## src/hdl/bgc_pkg.sv

```systemverilog
// Shared types and constants for the bar gradient colour shader.
package bgc_pkg;

  // Number of colour guns and pipeline depth
  localparam int unsigned NGUN = 3;
  localparam int unsigned NS   = 13;

  // First stage and number of stages of the per-bit divider chain
  localparam int unsigned DIV_FIRST = 3;
  localparam int unsigned DIV_STEPS = 8;

  // Height floor and 1/15 reciprocal for the 4-bit rounding divide
  localparam logic [7:0]  MIN_HEIGHT = 8'd2;
  localparam logic [15:0] RECIP_15   = 16'd137;
  localparam int unsigned RECIP_15_SH = 11;

  // Configuration register indexes
  localparam logic REG_PALETTE_SELECT = 1'b0;
  localparam logic REG_BAR_HEIGHT     = 1'b1;

  // Base colours, 4 bits per gun, red in the top nibble
  localparam logic [11:0] BASE_TBL [4][8] = '{
    '{12'hF00, 12'hF80, 12'hFF0, 12'h0F0, 12'h0FF, 12'h08F, 12'h00F, 12'hF0F},
    '{12'hF00, 12'hF40, 12'hF80, 12'hFC0, 12'hFF0, 12'hF60, 12'hF20, 12'hFA0},
    '{12'h00F, 12'h06F, 12'h0AF, 12'h0FF, 12'h8FF, 12'h48F, 12'h26F, 12'h0CF},
    '{12'hFFF, 12'hCCC, 12'h999, 12'hEEE, 12'hBBB, 12'hDDD, 12'hAAA, 12'h888}
  };

  // Payload carried by every pipeline stage
  typedef struct packed {
    logic [7:0]             bar;
    logic [7:0]             bar_quot;
    logic [1:0]             pal;
    logic [7:0]             h;
    logic [7:0]             ctr_dist;
    logic [11:0]            base;
    logic [11:0]            rem_lev;
    logic [3:0]             quot_lev;
    logic [NGUN-1:0][15:0]  rem8;
    logic [NGUN-1:0][7:0]   quot8;
    logic [NGUN-1:0][7:0]   shade_x;
    logic [11:0]            c12;
    logic [23:0]            c24;
  } stage_t;

endpackage

```

## src/hdl/bgc_in_if.sv

```systemverilog
// Request channel carrying one bar line to be shaded.
interface bgc_in_if;
  logic       valid;
  logic       ready;
  logic [7:0] bar_number;
  logic [7:0] line_in_bar;

  modport source (output valid, output bar_number, output line_in_bar, input ready);
  modport sink   (input valid, input bar_number, input line_in_bar, output ready);
endinterface

```

## src/hdl/bgc_out_if.sv

```systemverilog
// Result channel carrying the shaded colour in two depths.
interface bgc_out_if;
  logic        valid;
  logic        ready;
  logic [11:0] colour_12bit;
  logic [23:0] colour_24bit;

  modport source (output valid, output colour_12bit, output colour_24bit, input ready);
  modport sink   (input valid, input colour_12bit, input colour_24bit, output ready);
endinterface

```

## src/hdl/bar_gradient_colour.sv

```systemverilog
// Top level of the bar gradient colour shader pipeline.
//
//   channel   direction  handshake      payload
//   in_ch     sink       valid/ready    bar_number[7:0], line_in_bar[7:0]
//   out_ch    source     valid/ready    colour_12bit[11:0], colour_24bit[23:0]
//   cfg_*     sink       cfg_we only    cfg_index[0], cfg_data[7:0]
//
// One request per cycle sustained while out_ch is ready; the pipeline is the eight
// one-bit-per-stage divide steps by the bar height plus the setup and
// rounding stages around them.
// Synchronous active-low reset empties the pipeline and loads register defaults.
// Each stage stalls only when it is full and the stage after it cannot take
// its request, so bubbles close up and no request is lost or repeated.
module bar_gradient_colour #(
  parameter int unsigned PALETTE_COUNT     = 4,
  parameter int unsigned BASES_PER_PALETTE = 8
) (
  input  logic              clk,
  input  logic              rst_n,
  bgc_in_if.sink            in_ch,
  bgc_out_if.source         out_ch,
  input  logic              cfg_we,
  input  logic              cfg_index,
  input  logic [7:0]        cfg_data
);
  import bgc_pkg::*;

  // Reciprocal for bar_number mod BASES_PER_PALETTE, exact for 8-bit inputs
  localparam int unsigned IDX_RECIP = (65536 + BASES_PER_PALETTE - 1) / BASES_PER_PALETTE;
  localparam logic [1:0]  PAL_LAST  = 2'(PALETTE_COUNT - 1);

  logic [1:0] palette_select_r;
  logic [7:0] bar_height_r;

  logic [NS-1:0] valid_r;
  logic [NS-1:0] adv;
  stage_t        pipe_r   [NS];
  stage_t        pipe_nxt [NS];

  // Write configuration registers
  always_ff @(posedge clk) begin
    if (!rst_n) begin
      palette_select_r <= 2'd0;
      bar_height_r     <= 8'd16;
    end else if (cfg_we) begin
      unique case (cfg_index)
        REG_PALETTE_SELECT: palette_select_r <= cfg_data[1:0];
        REG_BAR_HEIGHT:     bar_height_r     <= cfg_data;
        default:            ;
      endcase
    end
  end

  // Advance a stage when it is empty or its successor advances
  always_comb begin
    adv[NS-1] = !valid_r[NS-1] || out_ch.ready;
    for (int k = NS - 2; k >= 0; k--) begin
      adv[k] = !valid_r[k] || adv[k+1];
    end
  end

  assign in_ch.ready         = adv[0];
  assign out_ch.valid        = valid_r[NS-1];
  assign out_ch.colour_12bit = pipe_r[NS-1].c12;
  assign out_ch.colour_24bit = pipe_r[NS-1].c24;

  // Stage logic
  always_comb begin : stage_logic
    logic [7:0]  hc;
    logic [7:0]  line;
    logic [8:0]  twice;
    logic [8:0]  h9;
    logic [7:0]  rem;
    logic [2:0]  idx;
    logic [3:0]  b;
    logic [3:0]  lev;
    logic [3:0]  g4;
    logic [7:0]  g8;
    logic [15:0] d16;
    logic [11:0] d12;
    logic [15:0] prod;
    logic [24:0] qprod;
    logic [1:0]  sl;
    int          s;

    sl  = '0;
    d12 = '0;

    // Stage 0: clamp height and line, distance from center, palette, bar quotient
    pipe_nxt[0] = '0;
    hc = (bar_height_r < MIN_HEIGHT) ? MIN_HEIGHT : bar_height_r;
    line = (in_ch.line_in_bar >= hc) ? 8'(hc - 8'd1) : in_ch.line_in_bar;
    twice = {line, 1'b1};
    h9 = {1'b0, hc};
    pipe_nxt[0].ctr_dist = (twice >= h9) ? 8'(twice - h9) : 8'(h9 - twice);
    pipe_nxt[0].h = hc;
    pipe_nxt[0].pal = (32'(palette_select_r) >= PALETTE_COUNT) ? PAL_LAST : palette_select_r;
    pipe_nxt[0].bar = in_ch.bar_number;
    qprod = 25'(in_ch.bar_number) * 25'(IDX_RECIP);
    pipe_nxt[0].bar_quot = qprod[23:16];

    // Stage 1: base colour lookup
    pipe_nxt[1] = pipe_r[0];
    rem = 8'(pipe_r[0].bar - 8'(16'(pipe_r[0].bar_quot) * 16'(BASES_PER_PALETTE)));
    idx = rem[2:0];
    pipe_nxt[1].base = BASE_TBL[pipe_r[0].pal][idx];

    // Stage 2: dividends for level and 8-bit shades
    pipe_nxt[2] = pipe_r[1];
    pipe_nxt[2].rem_lev = 12'(pipe_r[1].ctr_dist) * 12'd15;
    pipe_nxt[2].quot_lev = '0;
    for (int g = 0; g < NGUN; g++) begin
      b = pipe_r[1].base[11-4*g -: 4];
      pipe_nxt[2].rem8[g]  = 16'({b, b}) * 16'(8'(pipe_r[1].h - pipe_r[1].ctr_dist));
      pipe_nxt[2].quot8[g] = '0;
    end

    // Stages 3 to 10: one quotient bit each, by the bar height
    for (int j = 0; j < DIV_STEPS; j++) begin
      s = DIV_STEPS - 1 - j;
      pipe_nxt[DIV_FIRST+j] = pipe_r[DIV_FIRST+j-1];
      d16 = 16'(pipe_r[DIV_FIRST+j-1].h) << s;
      for (int g = 0; g < NGUN; g++) begin
        if (pipe_r[DIV_FIRST+j-1].rem8[g] >= d16) begin
          pipe_nxt[DIV_FIRST+j].rem8[g]     = pipe_r[DIV_FIRST+j-1].rem8[g] - d16;
          pipe_nxt[DIV_FIRST+j].quot8[g][s] = 1'b1;
        end
      end
      // level quotient is below 16, so only the last four steps apply
      if (s <= 3) begin
        sl  = 2'(s);
        d12 = 12'(pipe_r[DIV_FIRST+j-1].h) << s;
        if (pipe_r[DIV_FIRST+j-1].rem_lev >= d12) begin
          pipe_nxt[DIV_FIRST+j].rem_lev      = pipe_r[DIV_FIRST+j-1].rem_lev - d12;
          pipe_nxt[DIV_FIRST+j].quot_lev[sl] = 1'b1;
        end
      end
    end

    // Stage 11: scale each 4-bit gun by the level, with rounding bias
    pipe_nxt[NS-2] = pipe_r[NS-3];
    lev = 4'd15 - pipe_r[NS-3].quot_lev;
    for (int g = 0; g < NGUN; g++) begin
      b = pipe_r[NS-3].base[11-4*g -: 4];
      pipe_nxt[NS-2].shade_x[g] = (8'(b) * 8'(lev)) + 8'd7;
    end

    // Stage 12: divide by 15, brighten the peak level, pack the colours
    pipe_nxt[NS-1] = pipe_r[NS-2];
    for (int g = 0; g < NGUN; g++) begin
      prod = 16'(pipe_r[NS-2].shade_x[g]) * RECIP_15;
      g4 = 4'(prod >> RECIP_15_SH);
      g8 = pipe_r[NS-2].quot8[g];
      if (pipe_r[NS-2].quot_lev == 4'd0) begin
        g4 = g4 + ((4'd15 - g4) >> 1);
        g8 = g8 + ((8'd255 - g8) >> 1);
      end
      pipe_nxt[NS-1].c12[11-4*g -: 4] = g4;
      pipe_nxt[NS-1].c24[23-8*g -: 8] = g8;
    end
  end

  // Advance valid bits
  always_ff @(posedge clk) begin
    if (!rst_n) begin
      valid_r <= '0;
    end else begin
      if (adv[0]) begin
        valid_r[0] <= in_ch.valid;
      end
      for (int k = 1; k < NS; k++) begin
        if (adv[k]) begin
          valid_r[k] <= valid_r[k-1];
        end
      end
    end
  end

  // Advance payload; hold it while a stage stalls
  always_ff @(posedge clk) begin
    for (int k = 0; k < NS; k++) begin
      if (adv[k]) begin
        pipe_r[k] <= pipe_nxt[k];
      end
    end
  end

endmodule

```

## src/flat_wrapper.sv

```systemverilog
// flat-port wrapper written by rule: the top's interface ports become plain ports
module bar_gradient_colour_flat import bgc_pkg::*;
#(
  parameter int unsigned PALETTE_COUNT     = 4,
  parameter int unsigned BASES_PER_PALETTE = 8
)
  (clk, rst_n, cfg_we, cfg_index, cfg_data, in_ch_valid, in_ch_bar_number, in_ch_line_in_bar, in_ch_ready, out_ch_valid, out_ch_colour_12bit, out_ch_colour_24bit, out_ch_ready);
  bgc_in_if in_ch_i ();
  bgc_out_if out_ch_i ();
  input  logic clk;
  input  logic rst_n;
  input  logic cfg_we;
  input  logic cfg_index;
  input  logic [7:0] cfg_data;
  input wire logic [$bits(in_ch_i.valid)-1:0] in_ch_valid;
  input wire logic [$bits(in_ch_i.bar_number)-1:0] in_ch_bar_number;
  input wire logic [$bits(in_ch_i.line_in_bar)-1:0] in_ch_line_in_bar;
  output wire logic [$bits(in_ch_i.ready)-1:0] in_ch_ready;
  output wire logic [$bits(out_ch_i.valid)-1:0] out_ch_valid;
  output wire logic [$bits(out_ch_i.colour_12bit)-1:0] out_ch_colour_12bit;
  output wire logic [$bits(out_ch_i.colour_24bit)-1:0] out_ch_colour_24bit;
  input wire logic [$bits(out_ch_i.ready)-1:0] out_ch_ready;
  assign in_ch_i.valid = in_ch_valid;
  assign in_ch_i.bar_number = in_ch_bar_number;
  assign in_ch_i.line_in_bar = in_ch_line_in_bar;
  assign in_ch_ready = in_ch_i.ready;
  assign out_ch_valid = out_ch_i.valid;
  assign out_ch_colour_12bit = out_ch_i.colour_12bit;
  assign out_ch_colour_24bit = out_ch_i.colour_24bit;
  assign out_ch_i.ready = out_ch_ready;
  bar_gradient_colour #(.PALETTE_COUNT(PALETTE_COUNT), .BASES_PER_PALETTE(BASES_PER_PALETTE)) u_core (.clk(clk), .rst_n(rst_n), .in_ch(in_ch_i), .out_ch(out_ch_i), .cfg_we(cfg_we), .cfg_index(cfg_index), .cfg_data(cfg_data));
endmodule
```

## config.mk

```make
export PLATFORM = sky130hd
export DESIGN_NAME = bar_gradient_colour_flat
export DESIGN_NICKNAME = d
export VERILOG_FILES = /design/src/hdl/bgc_pkg.sv /design/src/hdl/bgc_in_if.sv /design/src/hdl/bgc_out_if.sv /design/src/hdl/bar_gradient_colour.sv /design/src/flat_wrapper.sv
export SDC_FILE = /design/constraint.sdc
export NUM_CORES = 2
export LEC_CHECK = 0
export ABC_AREA = 1
export BUFFER_PORTS_ARGS = -buffer_cell sky130_fd_sc_hd__buf_2
export CORE_MARGIN = 8
export CORE_UTILIZATION = 60
export CTS_BUF_LIST = sky130_fd_sc_hd__clkbuf_8
export DETAILED_ROUTE_END_ITERATION = 6
export PLACE_DENSITY_LB_ADDON = 0.3
export SLEW_MARGIN = 5
export SYNTH_ARGS = -nofsm -noshare
export SYNTH_HDL_FRONTEND = slang
export SYNTH_SLANG_ARGS = --single-unit
```

## constraint.sdc

```tcl
create_clock -name clk -period 10.9 [get_ports clk]
set_input_delay 0 -clock clk [delete_from_list [all_inputs] [get_ports clk]]
set_output_delay 0 -clock clk [all_outputs]
set_load 0.01 [all_outputs]
```

* Word level (Yosys, flattened, before mapping)
Memories as Yosys holds them, arrays and structs flattened.
Cells that the tools add are included.
** Storage, ports and cells
- Input port bits :: 30
- Logic and storage cells :: 236
- Bits in writable memories :: 2522
- Flip-flop bits (word level) :: 23
- Memories kept :: 1
** Memory list
- u_core.pipe_r :: depth 13, bits a word 194, read ports 13, clocked after memory_dff 0, write ports 13, line bar_gradient_colour.sv:37 : stage_t pipe_r [NS];
** Cells by class
- Muxes and demuxes :: 96
- Reduce and logical (&&, ||, !) cells :: 29
- Bitwise logic cells :: 3
- Add/sub/neg operators :: 49
- $lt $le $gt $ge :: 33
- Multipliers :: 10
** Operators with widths (count)
- $mux W16 :: 24
- $bmux W96 S2 :: 1
- $mux W96 :: 2
- $mux W12 :: 5
- $mux W1 :: 53
- $ge A16 B10 Y1 :: 3
- $ge A16 B11 Y1 :: 3
- $ge A16 B12 Y1 :: 3
- $ge A16 B13 Y1 :: 3
- $ge A16 B14 Y1 :: 3
- $ge A16 B15 Y1 :: 3
- $ge A16 B8 Y1 :: 3
- $ge A16 B9 Y1 :: 3
- $mul A8 B8 Y16 :: 3
- $mux W8 :: 6
- $sub A16 B10 Y16 :: 3
- $sub A16 B11 Y16 :: 3
- $sub A16 B12 Y16 :: 3
- $sub A16 B13 Y16 :: 3
- $sub A16 B14 Y16 :: 3
- $sub A16 B15 Y16 :: 3
- $sub A16 B8 Y16 :: 3
- $sub A16 B9 Y16 :: 3
- $mul A8 B8 Y15 const B :: 3
- 33 further kinds :: 75

* Depth between registers and ports, before layout
- Depth in word-level cells :: 16
- Gate-level depth with buffers :: 29
- Depth with buffers taken out :: 29

* Least setup slack after synthesis
OpenSTA, ideal clock, no wires.
- Path kind :: register to register
- Start :: reg u_core.valid_r[12]
- End :: mem u_core.pipe_r[2][100] (netlist name), enable pin
- Buffers on the path :: 0
- Data required time :: 10.269 ns
- Clock period less this slack :: 7.759 ns
- Cell stages (with the launch flop) :: 8
- Setup slack :: 3.141 ns
- Library setup time :: 0.631 ns
- Arrival :: 7.128 ns
- Cell sequence :: dfxtp_1 nand3_2 nor2_2 nand4_2 nor2_4 nand2_1 nor2_1 inv_1
** RTL lines
- start: declaration :: line bar_gradient_colour.sv:35 : logic [NS-1:0] valid_r;
- start signal: indexed assignment :: line bar_gradient_colour.sv:173 : valid_r[k] <= valid_r[k-1];
- end: declaration :: line bar_gradient_colour.sv:37

==> impl_metrics.csv <==
group,metric,value,unit
yosys,syn-mean-instance-area,10.5,sq um
critical_path,r2r-end,"u_core.pipe_r[1][97]",
critical_path,path_class,"reg2reg",
timing,final.period_utilization,55.2,%
yosys,yosys-top-cells-area,"edfxtp_1 (49%), ha_1 (12%), nand2_1 (6.2%)",
floorplanning,die_h,321,um
timing,final_hold_viol_count,0,
detailed_routing,drt_wl_total,113,mm
critical_path,cp_max_fo,11,
yosys,yosys.area.top_type,"edfxtp_1",
clock_network,clk_path_buf_depth,3,
place,globalplace.congestion,0.918,
floorplanning,coreArea,92800,sq um
timing,fin_skew,0.0250,ns
place,hpwl,88.5,mm
place,place_inst,6614,
timing,setup_viol,0,
critical_path,critPathSlowestCell,"fa_1",
detailed_routing,vias,36800,
floorplanning,ioPinCount,68,
global_routing,first_global_vias,36800,
yosys,synth_seq_area_share,49.6,%
critical_path,worstReg2RegStart,"u_core.pipe_r[0][354]",
cells_and_area,final_nets,6290,
global_routing,antenna_found_initial,1,
global_routing,grt-ovfl-total,0,
critical_path,r2r_setup_slack,4.88,ns
timing,fin_crit,6.02,ns
yosys,ys_warn_count,0,
clock_network,cts_sinks,930,
timing,fmax,166,MHz
critical_path,cp_cell_sequence,"ha_1, inv_1, fa_1, a21oi_1, o21ai_1, or2_2, nand2_1, nor2_1, fa_1, inv_1, fa_1, inv_1, fa_1, inv_1, fa_1, inv_1, ha_1, nand2_1, o21ai_0, nor2_1, o21ai_0, nand3_1, nand2_1, xor2_1",
clock_network,clk_pin_slew,0.06,ns
timing,final.setup.tns,0,ns
timing,drv_slew,0,
floorplanning,die_area,103000,sq um
critical_path,start_kind,"flop",
yosys,synth_cells,5338,
detailed_routing,drt-initial-drc-count,2286,
worst_hold_path,hold_class,"in2reg",
clock_network,post_cts_resized,0,
clock_network,cts_htree_levels,4,
critical_path,cp.arrival,6.57,ns
clock_network,insertion_delay,0.83,ns
timing,rsz0062_at_grt,"false",
timing,tightest_slew,1.16,ns
floorplanning,die_x,321,um
yosys,ys_async_sr_fraction,0,%
yosys,synth_edf_count,907,
detailed_routing,vias_per_cell,5.31,
place,port-buffer-count,62,
clock_network,cts_buffers,151,
floorplanning,start_util,60.2,%
yosys,ys_ff_latch,930,
critical_path,cpPeakStageDelay,0.53,ns
critical_path,required,11.45,ns
cells_and_area,final-instance-count-excl-fill,6935,
run,max_cap_viol_count,0,
global_routing,grt_pass1_wl,184,mm
yosys,synth.net_count,6068,
yosys,ys_types,75,
critical_path,r2r_cells,24,
clock_network,tritoncts,"built",
cells_and_area,drive_gt1_share,7.99,%
cells_and_area,syn2layout_area_growth,9.06,%
yosys,synthFlopType,"edfxtp_1",
clock_network,cts_root_buffer,"clkbuf_8",
clock_network,cts_setup_buffers,0,
critical_path,worstSetupEndpointType,"flop",
timing,max_slew_margin,22.4,%
global_routing,grt_max_degree,93,
yosys,synth.top_cell.area_share,48.8,%
detailed_routing,dr.pass1.iters,6,
detailed_routing,wl_per_cell,16.3,um
critical_path,critPathLaunch,"u_core.pipe_r[0][354]",
yosys,synth_area,55800,sq um
critical_path,crit_end,"u_core.pipe_r[1][97]",
global_routing,grt_usage,22.1,%
detailed_routing,drtAntennaViolNets,0,
status,status,"complete, no violations",
floorplanning,num_rows,112,
detailed_routing,post-route-drc-count,0,
## placed cells by master (no fill, tap or decap), types with 23 or more instances in the layout
master and n:
a21o_1 25, a21oi_1 320, buf_2 62, clkbuf_8 153, clkinv_1 25, dfxtp_1 23, dlygate4sd3_1 47, edfxtp_1 907
fa_1 160, ha_1 540, inv_1 841, nand2_1 925, nand3_1 152, nand4_1 56, nor2_1 390, nor3_1 53
nor4_1 24, o21ai_0 275, o21ai_1 52, o21bai_1 23, or2_2 40, xnor2_1 104, xor2_1 154
## flip-flops by register name, indices dropped and copies added, names as in the netlist
name and flops:
u_core.pipe_r 907, u_core.valid_r 13, u_core.bar_height_r 8, u_core.palette_select_r 2
## kinds of logic after synthesis
kind of cell,share of synthesized area (%)
simple gates,13.4
flops,49.6
buf+inv,6.13
compound gates,8.92
fa+ha+maj,17.8
xor+xnor,4.05
## how the worst min path moves through the flow
| stage | slack, ns | cells past startpoint | start | to |
|---|---|---|---|---|
| 2_1_floorplan | 0.1 | 0 | in_ch_bar_number[0] | u_core.pipe_r[0][186] |
| 3_3_place_gp | 0.18 | 1 | in_ch_bar_number[0] | u_core.pipe_r[0][186] |
| 3_5_place_dp | 0.18 | 1 | in_ch_bar_number[1] | u_core.pipe_r[0][187] |
| 4_1_cts | 0.02 | 8 | in_ch_line_in_bar[5] | u_core.pipe_r[0][166] |
| 5_1_grt | 0.09 | 5 | out_ch_ready | u_core.valid_r[12] |
| 6_report | 0.1 | 5 | out_ch_ready | u_core.valid_r[12] |
## metal layers
| metal | share of wire [%] | routed length (um) | vias to the layer above | global-route usage (%) |
|---|---|---|---|---|
| li1 | - | - | 18700 | - |
| met4 | 4.3 | 4870 | 0 | 9.85 |
| met3 | 3.8 | 4300 | 259 | 3.15 |
| met1 | 43 | 48800 | 17100 | 27.4 |
| met2 | 49 | 55400 | 792 | 38.5 |
| met5 | 0 | 0 | - | 0 |
## repair_timing
item,in CTS,in global routing
hold buffers,47,0
endpoints found under the hold margin,85,0
setup endpoints to repair,0,0
## synthesized netlist by cell type (all sizes together), types with 14 or more instances
master / instances
nand2: 950
edfxtp: 907
inv: 814
ha: 540
nor2: 416
o21ai: 348
a21oi: 331
fa: 160
nand3: 157
xor2: 154
xnor2: 104
nand4: 58
nor3: 57
or2: 46
buf: 31
o21bai: 27
a21o: 25
clkbuf: 25
nor4: 25
dfxtp: 23
o211ai: 21
a31oi: 16
nand3b: 16
o21a: 14
## critical path: cells and delay by family, from the launching register on
| kind | cells | cell delay (ns) |
|---|---|---|
| flip-flops | 1 | 0.47 |
| XOR/XNOR | 1 | 0.06 |
| AND/OR/NAND/NOR | 7 | 1.32 |
| AO/OA/AOI/OAI | 4 | 0.68 |
| buffers and inverters | 5 | 0.27 |
| adder cells (fa/ha/maj) | 7 | 2.95 |
## stage by stage
step	utilization, %	cell area [sq um]	hold slack [ns]	worst slack, ns
floorplan	-	55800	0.0989	3.14
global placement	62.0	57500	0.176	4.98
detailed placement	62.0	57500	0.178	4.93
CTS	65.6	60900	0.0223	4.88
global route	65.6	60900	0.0859	4.55
finish	65.6	60900	0.0986	4.88
## final cells by class
class / instances / area, sq um
inverter: 814 / 3070
antenna: 2 / 5.00
fill: 7264 / 31900
timing repair buffer: 125 / 901
clock inverter: 119 / 805
tap: 1254 / 1570
sequential: 930 / 27700
clock buffer: 153 / 2110
multi-input combinational: 3538 / 24700
Power is left out: the tool's default activity adds up to more than one toggle a clock period on the data nets, which glitch-free logic cannot reach.
